==> config.mk <==
export PLATFORM = sky130hd
export DESIGN_NAME = delay_line_popcount_variance_flat
export DESIGN_NICKNAME = d
export VERILOG_FILES = /design/src/rtl/dlpv_pkg.sv /design/src/rtl/dlpv_if.sv /design/src/rtl/dlpv_ctrl.sv /design/src/rtl/dlpv_dp.sv /design/src/rtl/delay_line_popcount_variance.sv /design/src/flat_wrapper.sv
export SDC_FILE = /design/constraint.sdc
export NUM_CORES = 2
export LEC_CHECK = 0
export ABC_CLOCK_PERIOD_IN_PS = 6780
export BUFFER_PORTS_ARGS = -buffer_cell sky130_fd_sc_hd__buf_2
export CORE_MARGIN = 10
export CORE_UTILIZATION = 60
export CTS_BUF_LIST = sky130_fd_sc_hd__clkbuf_8
export DETAILED_ROUTE_END_ITERATION = 12
export GPL_ROUTABILITY_DRIVEN = 0
export PLACE_DENSITY = 0.81
export SLEW_MARGIN = 0
export SYNTH_ARGS = -nofsm -noshare
export SYNTH_HDL_FRONTEND = slang
export SYNTH_SLANG_ARGS = --single-unit
==> constraint.sdc <==
create_clock -name clk -period 6.78 [get_ports clk]
set_input_delay 1.356 -clock clk [delete_from_list [all_inputs] [get_ports clk]]
set_output_delay 1.356 -clock clk [all_outputs]
set_load 0.02 [all_outputs]
==> src/rtl/dlpv_pkg.sv <==
package dlpv_pkg;

    // Register and counter widths fixed by the register map
    localparam int REG_W     = 10;
    localparam int IDX_W     = 10;
    localparam int IDX_MAX   = (1 << IDX_W) - 1;
    localparam int CFG_IDX_W = 4;

    // Result field widths
    localparam int VAR_W   = 23;
    localparam int TOTAL_W = 33;

    localparam logic [VAR_W-1:0]   VAR_MAX   = {VAR_W{1'b1}};
    localparam logic [TOTAL_W-1:0] TOTAL_MAX = {TOTAL_W{1'b1}};

    // Register indexes
    localparam logic [CFG_IDX_W-1:0] CFG_SAMPLES_PER_TRACE = CFG_IDX_W'(0);
    localparam logic [CFG_IDX_W-1:0] CFG_TRACES_PER_RUN    = CFG_IDX_W'(1);

    // Register reset values and floors
    localparam logic [REG_W-1:0] SAMPLES_RESET = REG_W'(400);
    localparam logic [REG_W-1:0] TRACES_RESET  = REG_W'(1000);
    localparam logic [REG_W-1:0] SAMPLES_MIN   = REG_W'(2);
    localparam logic [REG_W-1:0] TRACES_MIN    = REG_W'(1);

    // Controller to datapath commands
    typedef struct packed {
        logic idle;      // no trace result in flight
        logic mul;       // form n*sumsq, sum^2, n*(n-1)
        logic sub;       // form numerator, load divider
        logic step;      // one restoring division step
        logic finish;    // saturate, update run total, load output
    } ctrl_cmd_t;

    // Datapath to controller status
    typedef struct packed {
        logic trace_end; // last sample of a trace taken this cycle
        logic div_last;  // final division step this cycle
        logic out_free;  // output register can take a result
    } dp_status_t;

endpackage

==> src/rtl/dlpv_if.sv <==
interface dlpv_sample_if #(
    parameter int TAP_BITS = 12
) ();
    logic                valid;
    logic                ready;
    logic [TAP_BITS-1:0] line_code;

    modport source (output valid, output line_code, input ready);
    modport sink   (input valid, input line_code, output ready);
endinterface

interface dlpv_result_if import dlpv_pkg::*; ();
    logic               valid;
    logic               ready;
    logic [VAR_W-1:0]   trace_variance;
    logic [TOTAL_W-1:0] run_total;
    logic               run_done;

    modport source (output valid, output trace_variance, output run_total,
                    output run_done, input ready);
    modport sink   (input valid, input trace_variance, input run_total,
                    input run_done, output ready);
endinterface

interface dlpv_cfg_if import dlpv_pkg::*; ();
    logic                 valid;
    logic                 ready;
    logic [CFG_IDX_W-1:0] index;
    logic [REG_W-1:0]     data;

    modport source (output valid, output index, output data, input ready);
    modport sink   (input valid, input index, input data, output ready);
endinterface

==> src/rtl/dlpv_ctrl.sv <==
module dlpv_ctrl import dlpv_pkg::*; (
    input  logic       clk,
    input  logic       rst_n,
    input  dp_status_t status,
    output ctrl_cmd_t  cmd
);

    typedef enum logic [2:0] {
        S_IDLE,
        S_MUL,
        S_SUB,
        S_DIV,
        S_FIN
    } state_t;

    state_t state_reg;
    state_t state_next;

    always_comb
    begin
        state_next = state_reg;
        unique case (state_reg)
            S_IDLE:
            begin
                if (status.trace_end)
                    state_next = S_MUL;
            end
            S_MUL: state_next = S_SUB;
            S_SUB: state_next = S_DIV;
            S_DIV:
            begin
                if (status.div_last)
                    state_next = S_FIN;
            end
            S_FIN:
            begin
                if (status.out_free)
                    state_next = S_IDLE;
            end
            default: state_next = S_IDLE;
        endcase
    end

    always_ff @(posedge clk or negedge rst_n)
    begin
        if (!rst_n)
            state_reg <= S_IDLE;
        else
            state_reg <= state_next;
    end

    always_comb
    begin
        cmd        = '0;
        cmd.idle   = (state_reg == S_IDLE);
        cmd.mul    = (state_reg == S_MUL);
        cmd.sub    = (state_reg == S_SUB);
        cmd.step   = (state_reg == S_DIV);
        cmd.finish = (state_reg == S_FIN);
    end

endmodule

==> src/rtl/dlpv_dp.sv <==
module dlpv_dp import dlpv_pkg::*; #(
    parameter int TAP_BITS      = 12,
    parameter int FRACTION_BITS = 16
) (
    input  logic               clk,
    input  logic               rst_n,
    input  logic [REG_W-1:0]   n_eff,
    input  logic [REG_W-1:0]   runs_eff,
    input  ctrl_cmd_t          cmd,
    output dp_status_t         status,
    dlpv_sample_if.sink        sample,
    dlpv_result_if.source      result
);

    localparam int CNT_W  = $clog2(TAP_BITS + 1);
    localparam int CSQ_W  = 2 * CNT_W;
    localparam int SUM_W  = $clog2(IDX_MAX * TAP_BITS + 1);
    localparam int SQ_W   = $clog2(IDX_MAX * TAP_BITS * TAP_BITS + 1);
    localparam int PROD_W = IDX_W + SQ_W;
    localparam int MSQ_W  = 2 * SUM_W;
    localparam int CMP_W  = (PROD_W > MSQ_W) ? PROD_W : MSQ_W;
    localparam int DEN_W  = 2 * IDX_W;
    localparam int DVD_W  = PROD_W + FRACTION_BITS;
    localparam int DCNT_W = $clog2(DVD_W);

    // ---- per-sample accumulation ----
    logic [CNT_W-1:0] tap_cnt;
    logic [CSQ_W-1:0] tap_sq;
    logic [IDX_W-1:0] idx_inc;
    logic             last_sample;
    logic             take;

    logic [IDX_W-1:0] sample_idx_reg;
    logic [SUM_W-1:0] sum_reg;
    logic [SUM_W-1:0] sum_next;
    logic [SQ_W-1:0]  sqsum_reg;
    logic [SQ_W-1:0]  sqsum_next;

    always_comb
    begin
        tap_cnt = '0;
        for (int i = 0; i < TAP_BITS; i++)
            tap_cnt = tap_cnt + CNT_W'(sample.line_code[i]);
    end

    assign tap_sq      = CSQ_W'(tap_cnt) * CSQ_W'(tap_cnt);
    assign idx_inc     = sample_idx_reg + 1'b1;
    assign last_sample = (idx_inc == '0) || (idx_inc >= n_eff);
    // a trace end must wait until the previous result is out of the way
    assign sample.ready = cmd.idle || !last_sample;
    assign take         = sample.valid && sample.ready;
    assign sum_next     = sum_reg + SUM_W'(tap_cnt);
    assign sqsum_next   = sqsum_reg + SQ_W'(tap_sq);

    always_ff @(posedge clk or negedge rst_n)
    begin
        if (!rst_n)
        begin
            sample_idx_reg <= '0;
            sum_reg        <= '0;
            sqsum_reg      <= '0;
        end
        else if (take)
        begin
            if (last_sample)
            begin
                sample_idx_reg <= '0;
                sum_reg        <= '0;
                sqsum_reg      <= '0;
            end
            else
            begin
                sample_idx_reg <= idx_inc;
                sum_reg        <= sum_next;
                sqsum_reg      <= sqsum_next;
            end
        end
    end

    // ---- trace snapshot ----
    logic [SUM_W-1:0] snap_sum_reg;
    logic [SQ_W-1:0]  snap_sq_reg;
    logic [IDX_W-1:0] snap_n_reg;

    always_ff @(posedge clk)
    begin
        if (take && last_sample)
        begin
            snap_sum_reg <= sum_next;
            snap_sq_reg  <= sqsum_next;
            snap_n_reg   <= n_eff;
        end
    end

    // ---- products ----
    logic [PROD_W-1:0] prod_reg;
    logic [MSQ_W-1:0]  msq_reg;
    logic [DEN_W-1:0]  den_reg;

    always_ff @(posedge clk)
    begin
        if (cmd.mul)
        begin
            prod_reg <= PROD_W'(snap_n_reg) * PROD_W'(snap_sq_reg);
            msq_reg  <= MSQ_W'(snap_sum_reg) * MSQ_W'(snap_sum_reg);
            den_reg  <= DEN_W'(snap_n_reg) * DEN_W'(snap_n_reg - 1'b1);
        end
    end

    // ---- numerator and restoring divider ----
    logic [CMP_W-1:0]  prod_ext;
    logic [CMP_W-1:0]  msq_ext;
    logic [PROD_W-1:0] num;

    assign prod_ext = CMP_W'(prod_reg);
    assign msq_ext  = CMP_W'(msq_reg);
    assign num      = (prod_ext > msq_ext) ? PROD_W'(prod_ext - msq_ext) : '0;

    logic [DEN_W-1:0]  rem_reg;
    logic [DVD_W-1:0]  dvd_reg;   // dividend shifts out, quotient shifts in
    logic [DCNT_W-1:0] div_cnt_reg;
    logic [DEN_W:0]    rem_sh;
    logic [DEN_W:0]    rem_diff;
    logic              fits;

    assign rem_sh   = {rem_reg, dvd_reg[DVD_W-1]};
    assign fits     = (rem_sh >= {1'b0, den_reg});
    assign rem_diff = rem_sh - {1'b0, den_reg};

    always_ff @(posedge clk)
    begin
        if (cmd.sub)
        begin
            rem_reg     <= '0;
            dvd_reg     <= {num, FRACTION_BITS'(0)};
            div_cnt_reg <= DCNT_W'(DVD_W - 1);
        end
        else if (cmd.step)
        begin
            rem_reg     <= fits ? rem_diff[DEN_W-1:0] : rem_sh[DEN_W-1:0];
            dvd_reg     <= {dvd_reg[DVD_W-2:0], fits};
            div_cnt_reg <= div_cnt_reg - 1'b1;
        end
    end

    // ---- run total and result register ----
    logic [VAR_W-1:0]   var_sat;
    logic [TOTAL_W:0]   total_sum;
    logic [TOTAL_W-1:0] total_sat;
    logic [IDX_W-1:0]   trace_inc;
    logic               done;
    logic               fin_go;

    logic [IDX_W-1:0]   trace_idx_reg;
    logic [TOTAL_W-1:0] vtotal_reg;
    logic               out_full_reg;
    logic [VAR_W-1:0]   out_var_reg;
    logic [TOTAL_W-1:0] out_total_reg;
    logic               out_done_reg;

    assign var_sat   = (dvd_reg > DVD_W'(VAR_MAX)) ? VAR_MAX : dvd_reg[VAR_W-1:0];
    assign total_sum = (TOTAL_W + 1)'(vtotal_reg) + (TOTAL_W + 1)'(var_sat);
    assign total_sat = total_sum[TOTAL_W] ? TOTAL_MAX : total_sum[TOTAL_W-1:0];
    assign trace_inc = trace_idx_reg + 1'b1;
    assign done      = (trace_inc == '0) || (trace_inc >= runs_eff);

    assign status.out_free  = !out_full_reg || result.ready;
    assign status.trace_end = take && last_sample;
    assign status.div_last  = (div_cnt_reg == '0);
    assign fin_go           = cmd.finish && status.out_free;

    always_ff @(posedge clk or negedge rst_n)
    begin
        if (!rst_n)
        begin
            trace_idx_reg <= '0;
            vtotal_reg    <= '0;
            out_full_reg  <= 1'b0;
        end
        else
        begin
            if (fin_go)
            begin
                trace_idx_reg <= done ? '0 : trace_inc;
                vtotal_reg    <= done ? '0 : total_sat;
                out_full_reg  <= 1'b1;
            end
            else if (result.ready)
                out_full_reg <= 1'b0;
        end
    end

    always_ff @(posedge clk)
    begin
        if (fin_go)
        begin
            out_var_reg   <= var_sat;
            out_total_reg <= total_sat;
            out_done_reg  <= done;
        end
    end

    assign result.valid          = out_full_reg;
    assign result.trace_variance = out_var_reg;
    assign result.run_total      = out_total_reg;
    assign result.run_done       = out_done_reg;

endmodule

==> src/rtl/delay_line_popcount_variance.sv <==
// Throughput: one sample beat per cycle, except that a trace's last sample waits while
//   products, divider or a finished variance are in flight.
// Datapath: a trace's last sample beat passes products, numerator, the 1-bit/cycle
//   divider, result register; DVD_W = 10 + ceil(log2(1023*TAP_BITS^2+1)) + FRACTION_BITS (44).
// Reset (rst_n, async, active low): counters, sums and run total clear; samples_per_trace = 400,
//   traces_per_run = 1000; no result pending.
module delay_line_popcount_variance import dlpv_pkg::*; #(
    parameter int TAP_BITS      = 12,
    parameter int FRACTION_BITS = 16
) (
    input  logic           clk,
    input  logic           rst_n,
    dlpv_sample_if.sink    sample,
    dlpv_result_if.source  result,
    dlpv_cfg_if.sink       cfg
);

    // Configuration registers. Writes are taken every cycle; the run length
    // is read when a result is finished, so writes belong between traces
    // with nothing in flight.
    logic [REG_W-1:0] samples_reg;
    logic [REG_W-1:0] traces_reg;
    logic [REG_W-1:0] n_eff;
    logic [REG_W-1:0] runs_eff;

    assign cfg.ready = 1'b1;

    always_ff @(posedge clk or negedge rst_n)
    begin
        if (!rst_n)
        begin
            samples_reg <= SAMPLES_RESET;
            traces_reg  <= TRACES_RESET;
        end
        else if (cfg.valid)
        begin
            // unknown indexes are dropped
            if (cfg.index == CFG_SAMPLES_PER_TRACE)
                samples_reg <= cfg.data;
            else if (cfg.index == CFG_TRACES_PER_RUN)
                traces_reg <= cfg.data;
        end
    end

    // A trace needs at least two samples; an empty run counts as one trace.
    assign n_eff    = (samples_reg < SAMPLES_MIN) ? SAMPLES_MIN : samples_reg;
    assign runs_eff = (traces_reg < TRACES_MIN) ? TRACES_MIN : traces_reg;

    ctrl_cmd_t  cmd;
    dp_status_t status;

    // Sequencer: idle -> products -> numerator -> divide -> result
    dlpv_ctrl u_ctrl (
        .clk    (clk),
        .rst_n  (rst_n),
        .status (status),
        .cmd    (cmd)
    );

    // Popcount accumulation runs every beat; the variance path is shared
    // across traces and is driven by the sequencer's commands.
    dlpv_dp #(
        .TAP_BITS      (TAP_BITS),
        .FRACTION_BITS (FRACTION_BITS)
    ) u_dp (
        .clk      (clk),
        .rst_n    (rst_n),
        .n_eff    (n_eff),
        .runs_eff (runs_eff),
        .cmd      (cmd),
        .status   (status),
        .sample   (sample),
        .result   (result)
    );

endmodule

==> src/flat_wrapper.sv <==
// flat-port wrapper written by rule: the top's interface ports become plain ports
module delay_line_popcount_variance_flat import dlpv_pkg::*;
#(
    parameter int TAP_BITS      = 12,
    parameter int FRACTION_BITS = 16
)
  (clk, rst_n, sample_valid, sample_line_code, sample_ready, result_valid, result_trace_variance, result_run_total, result_run_done, result_ready, cfg_valid, cfg_index, cfg_data, cfg_ready);
  dlpv_sample_if #(.TAP_BITS(TAP_BITS)) sample_i ();
  dlpv_result_if result_i ();
  dlpv_cfg_if cfg_i ();
  input  logic clk;
  input  logic rst_n;
  input wire logic [$bits(sample_i.valid)-1:0] sample_valid;
  input wire logic [$bits(sample_i.line_code)-1:0] sample_line_code;
  output wire logic [$bits(sample_i.ready)-1:0] sample_ready;
  output wire logic [$bits(result_i.valid)-1:0] result_valid;
  output wire logic [$bits(result_i.trace_variance)-1:0] result_trace_variance;
  output wire logic [$bits(result_i.run_total)-1:0] result_run_total;
  output wire logic [$bits(result_i.run_done)-1:0] result_run_done;
  input wire logic [$bits(result_i.ready)-1:0] result_ready;
  input wire logic [$bits(cfg_i.valid)-1:0] cfg_valid;
  input wire logic [$bits(cfg_i.index)-1:0] cfg_index;
  input wire logic [$bits(cfg_i.data)-1:0] cfg_data;
  output wire logic [$bits(cfg_i.ready)-1:0] cfg_ready;
  assign sample_i.valid = sample_valid;
  assign sample_i.line_code = sample_line_code;
  assign sample_ready = sample_i.ready;
  assign result_valid = result_i.valid;
  assign result_trace_variance = result_i.trace_variance;
  assign result_run_total = result_i.run_total;
  assign result_run_done = result_i.run_done;
  assign result_i.ready = result_ready;
  assign cfg_i.valid = cfg_valid;
  assign cfg_i.index = cfg_index;
  assign cfg_i.data = cfg_data;
  assign cfg_ready = cfg_i.ready;
  delay_line_popcount_variance #(.TAP_BITS(TAP_BITS), .FRACTION_BITS(FRACTION_BITS)) u_core (.clk(clk), .rst_n(rst_n), .sample(sample_i), .result(result_i), .cfg(cfg_i));
endmodule
* Word-level counts from Yosys, hierarchy flattened
Index checks and enable logic that the tools add are counted.
Storage, ports and cells: logic and storage cells 100, input port bits 31, output and inout bits 60, register bits after elaboration 354
Cells by class: $add $sub $neg 20, bitwise logic cells 1, eq/ne operators 8, reductions and logical operators 19, multiplexer cells 19, $lt $le $gt $ge 7, multipliers 4
Operator list (number):
- two-way mux 44 bit | 2
- two-way mux 33 bit | 2
- greater-than comparator 44 x 23 -> 1 bit (second input constant) | 1
- two-way mux 10 bit | 4
- adder 33 x 23 -> 34 bit | 1
- adder 4 x 1 -> 4 bit | 8
- greater-than comparator 28 bit | 1
- multiplier 10 x 18 -> 28 bit | 1
- multiplier 14 x 14 -> 28 bit | 1
- two-way mux 28 bit | 1
- subtractor 28 bit | 1
- two-way mux 23 bit | 1
- >= comparator 21 x 20 -> 1 bit | 1
- adder 10 x 1 -> 10 bit (second input constant) | 2
- >= comparator 10 bit | 2
- zero test 10 bit | 2
- multiplier 11 x 11 -> 20 bit | 1
- two-way mux 20 bit | 1
- subtractor 20 bit | 1
- adder 18 x 8 -> 18 bit | 1
- two-way mux 18 bit | 1
- one-hot mux 3 bit (5 select lines) | 1
- adder 14 x 4 -> 14 bit | 1
- two-way mux 14 bit | 1
- other kinds (26) | 39

* Logic depth before layout (Yosys ltp)
depth after elaboration 14, depth in mapped cells 28, depth with buffers taken out 26

* Cells and area by module
Synthesis repeated with hierarchy kept, for this count alone.
Second synthesis, totals: cell total of the unflattened synthesis 3442, area total of the unflattened synthesis 33739.9 um^2
By module, submodules not included:
- dlpv_dp | area an instance 32588.8 um^2, cells each 3350, sequential area each 9028.7 um^2, times used 1
- delay_line_popcount_variance | area an instance 967.2 um^2, cells each 73, sequential area each 511.7 um^2, times used 1
- dlpv_ctrl | area an instance 183.9 um^2, cells each 19, sequential area each 75.1 um^2, times used 1

* Worst setup path before layout
Ideal clock, no wire load.
kind input to register, from input sample_line_code[0], to register u_core.u_dp.snap_sq_reg[14] (data pin), path buffers 0, setup time 0.258 ns, required time 6.522 ns, arrival 6.641 ns, setup slack -0.119 ns, stages on the path 20, path through inv_1 -> fa_1 -> fa_1 -> fa_1 -> fa_1 -> inv_1 -> ha_1 -> inv_1 -> fa_1 -> xnor2_1 -> and3_1 -> fa_1 -> ha_1 -> a31oi_1 -> o21bai_1 -> a21oi_1 -> o21ai_0 -> o31ai_1 -> nor2_1 -> xnor2_1
Between the ends: cells in the longest elaborated chain, start to end 13
Ends and longest elaborated chain:
- start, declared | line flat_wrapper.sv:14 | input wire logic [$bits(sample_i.line_code)-1:0] sample_line_code;
- adder 1 x 1 -> 2 bit | line dlpv_dp.sv:43 | tap_cnt = tap_cnt + CNT_W'(sample.line_code[i]);
- adder 2 x 1 -> 3 bit | line dlpv_dp.sv:43
- adder 3 x 1 -> 4 bit | line dlpv_dp.sv:43
- adder 4 x 1 -> 4 bit (8 in series) | line dlpv_dp.sv:43
- multiplier 4 x 4 -> 8 bit | line dlpv_dp.sv:46 | assign tap_sq = CSQ_W'(tap_cnt) * CSQ_W'(tap_cnt);
- adder 18 x 8 -> 18 bit | line dlpv_dp.sv:53 | assign sqsum_next = sqsum_reg + SQ_W'(tap_sq);
- via u_core.u_dp.sqsum_next[14] | line dlpv_dp.sv:37 | logic [SQ_W-1:0] sqsum_next;
- end signal, assigned | line dlpv_dp.sv:90 | snap_sq_reg <= sqsum_next;
- end, declared | line dlpv_dp.sv:82 | logic [SQ_W-1:0] snap_sq_reg;
The timed path passes the listed nets, and every way through them passes these cells. A chain may end at the register's enable or synchronous reset.

* Final worst setup path
from register u_core.u_dp.snap_sum_reg[6], to register u_core.u_dp.msq_reg[26], in the netlist u_core.u_dp.msq_ext[26] (data pin)
Between the ends: cells in the longest elaborated chain, start to end 1
Ends and longest elaborated chain:
- start, declared | line dlpv_dp.sv:81 | logic [SUM_W-1:0] snap_sum_reg;
- start signal, assigned | line dlpv_dp.sv:89 | snap_sum_reg <= sum_next;
- multiplier 14 x 14 -> 28 bit | line dlpv_dp.sv:105 | msq_reg <= MSQ_W'(snap_sum_reg) * MSQ_W'(snap_sum_reg);
- end signal, assigned | line dlpv_dp.sv:105
- end, declared | line dlpv_dp.sv:97 | logic [MSQ_W-1:0] msq_reg;
No other way between the ends.

==> impl_metrics.json <==
{
  "status": "finished clean",
  "final-setup-viol-count": 0,
  "finalSetupTns_ns": 0,
  "io_pins": 91,
  "post-route-util_pct": 65.7,
  "cts-root-buf": "clkbuf_8",
  "worstSetupStartpointType": "flip-flop",
  "cap_violations": 0,
  "die-area_um2": 65500,
  "cts_hold_repair.buffers": 0,
  "grt_max_degree": 76,
  "worstMarginPinSlew_ns": 1.13,
  "largest_reg_flops": 44,
  "path_clk_slew_ns": 0.07,
  "slew_headroom_pct": 25.0,
  "finalClockSkew_ns": 0.0656,
  "syn_to_final_growth_pct": 8.34,
  "drc": 0,
  "multi_input_area_um2": 21400,
  "coreArea_um2": 55100,
  "final-seq-area_um2": 9620,
  "synth.yosys.warnings": 0,
  "drtPass1Iterations": 7,
  "placed_cell_area_um2": 34800,
  "place_ws_ns": -0.311,
  "syn_inst": 3363,
  "final_cells": 4255,
  "fill_cells": 4302,
  "syn_avg_cell_area_um2": 9.94,
  "timing.fmax_mhz": 153,
  "ys_seq_elements": 352,
  "ctsLongestPathBuffers": 3,
  "fin_crit_ns": 6.53,
  "hold_ws_ns": 0.452,
  "drive_gt1_share_pct": 9.98,
  "synth_most_common_cell": "inv_1",
  "synth_nets": 4055,
  "hp-class": "flip-flop to flip-flop",
  "irDropWorstVdd_mv": 0.260,
  "grt_pass1_wl_mm": 121,
  "powerDensity_nw_per_um2": 360,
  "synthArstFlopShare_pct": 31.0,
  "rows": 86,
  "final_area_um2": 36200,
  "drt_iter0_markers": 1471,
  "grt_pass1_vias": 24888,
  "clk_latency_ns": 0.72,
  "synth_flop_cell": "edfxtp_1",
  "ant_nets": 0,
  "netlist_area_um2": 33400,
  "antenna_found_initial": 1,
  "wl_mm": 70.9,
  "initial_utilization_pct": 60.7,
  "critPathKind": "flip-flop to flip-flop",
  "cts_inserted_buffers": 60,
  "yosysUniqueCellTypes": 93,
  "cts_tree": "done",
  "die_x_um": 256,
  "synth_edf_count": 201,
  "cp.required_ns": 7.34,
  "fp.dieH_um": 256,
  "grtUsageTotal_pct": 21.9,
  "arrival_ns": 7.09,
  "wl_per_cell_um": 16.7,
  "ys_seq_area_share_pct": 28.8,
  "fin_total_pwr_mw": 13.0,
  "dp.cells": 4136,
  "ys_top_cells_by_area": "fa_1 20%, edfxtp_1 18%, ha_1 12%, dfrtp_1 7.5%, inv_1 5.9%",
  "maxSlewViolCount": 0,
  "path_max_fanout": 9,
  "final.setup.worst_slack_ns": 0.254,
  "finalCritPeriodShare_pct": 96.3,
  "vias_per_cell": 5.69,
  "dp_hpwl_mm": 54.7,
  "leakage_nw": 17.3,
  "hold_viol": 0,
  "cts-htree-levels": 2,
  "grt.overflow.total": 0,
  "vias": 24201,
  "layout.nets": 4147,
  "yosys.area.top_type": "fa_1",
  "yosysTopAreaCellShare_pct": 19.7,
  "synthTopCellsByCount": "521 x inv_1, 332 x ha_1, 329 x fa_1",
  "setup.worst_path.end_class": "flip-flop",
  "cts_sinks": 352,
  "portBuffers": 89
}
[kinds of logic (layout without fill, tap and decap cells)]
family / Yosys count / after routing / share of synthesized area, %
simple gates: 910 / 910 / 13.7
fa+ha+maj: 661 / 661 / 32.1
buf+inv: 653 / 796 / 7.51
compound gates: 589 / 589 / 12.6
flops: 352 / 352 / 28.8
xor+xnor: 175 / 175 / 4.59
mux: 22 / 22 / 0.719
other cells: 1 / 2 / 0.0112
[worst max-delay path, cell delays in order (launching register included)]
cell,delay (ns)
edfxtp_1,0.57
nand2_1,0.16
fa_1,0.51
inv_1,0.05
fa_1,0.47
fa_1,0.54
fa_1,0.44
fa_1,0.54
inv_1,0.05
fa_1,0.52
inv_1,0.04
ha_1,0.35
a21o_1,0.21
a211oi_1,0.37
o2111a_1,0.33
nor4_1,0.09
o31ai_1,0.28
a21oi_1,0.13
or4b_2,0.64
nand3_1,0.09
[cell usage in the layout (no fill, tap or decap), types with 72 or more instances in the layout]
| cell | Yosys | final |
|---|---|---|
| and2_1 | 139 | 139 |
| buf_2 | 11 | 88 |
| dfrtp_1 | 100 | 100 |
| inv_1 | 521 | 537 |
| xnor2_1 | 110 | 110 |
| edfxtp_1 | 201 | 201 |
| a21oi_1 | 119 | 118 |
| nand2b_1 | 85 | 85 |
| buf_4 | 5 | 72 |
| o21ai_0 | 95 | 95 |
| nand2_1 | 309 | 309 |
| nor2_1 | 111 | 110 |
| a22o_1 | 79 | 79 |
| fa_1 | 329 | 329 |
| ha_1 | 332 | 329 |
[what timing repair did]
action,CTS,global route
resized for setup,0,8
setup buffers,0,5
endpoints found under the setup margin,0,4
[cell type report]
| cell class | count | share of cell area (%) |
|---|---|---|
| Antenna cell | 1 | 0.00691 |
| Inverter | 522 | 5.41 |
| Clock buffer | 67 | 2.55 |
| Multi-Input combinational cell | 2358 | 59.1 |
| Clock inverter | 46 | 1.03 |
| Timing Repair Buffer | 161 | 2.72 |
| Tap cell | 748 | 2.58 |
| Sequential cell | 352 | 26.6 |
[worst paths after layout]
| kind | depth (start not counted) | end | from | slack [ns] |
|---|---|---|---|---|
| max | 19 | u_core.u_dp.msq_ext[26]$_DFFE_PP_ | u_core.u_dp.snap_sum_reg[6]$_DFFE_PP_ | 0.25 |
| min | 2 | u_core.u_dp.rem_reg[19]$_SDFFE_PP0P_ | u_core.u_dp.rem_reg[19]$_SDFFE_PP0P_ | 0.45 |
| max reg2reg | 19 | u_core.u_dp.msq_ext[26]$_DFFE_PP_ | u_core.u_dp.snap_sum_reg[6]$_DFFE_PP_ | 0.25 |
| min reg2reg | 2 | u_core.u_dp.rem_reg[19]$_SDFFE_PP0P_ | u_core.u_dp.rem_reg[19]$_SDFFE_PP0P_ | 0.45 |
| max in group asynchronous | 2 | u_core.u_dp.sqsum_reg[14]$_DFFE_PN0P_ | rst_n | 4.76 |
| min in group asynchronous | 1 | u_core.u_dp.vtotal_reg[20]$_DFFE_PN0P_ | rst_n | 0.69 |
[power breakdown]
| part | internal (mW) | switching (mW) | total, mW |
|---|---|---|---|
| Sequential | 3.22 | 0.347 | 3.57 |
| Clock | 1.11 | 0.932 | 2.05 |
| Combinational | 3.17 | 4.25 | 7.42 |
| Total | 7.51 | 5.53 | 13.0 |
[layer usage]
metal / track usage [%] / vias up / part of all wire, %
met2: 37.7 / 625 / 49
met5: 0 / - / 0
met1: 28.5 / 11972 / 43
li1: - / 11497 / -
met3: 3.48 / 107 / 5.4
met4: 5.59 / 0 / 2.1
Power figures use the tool's default switching activity.
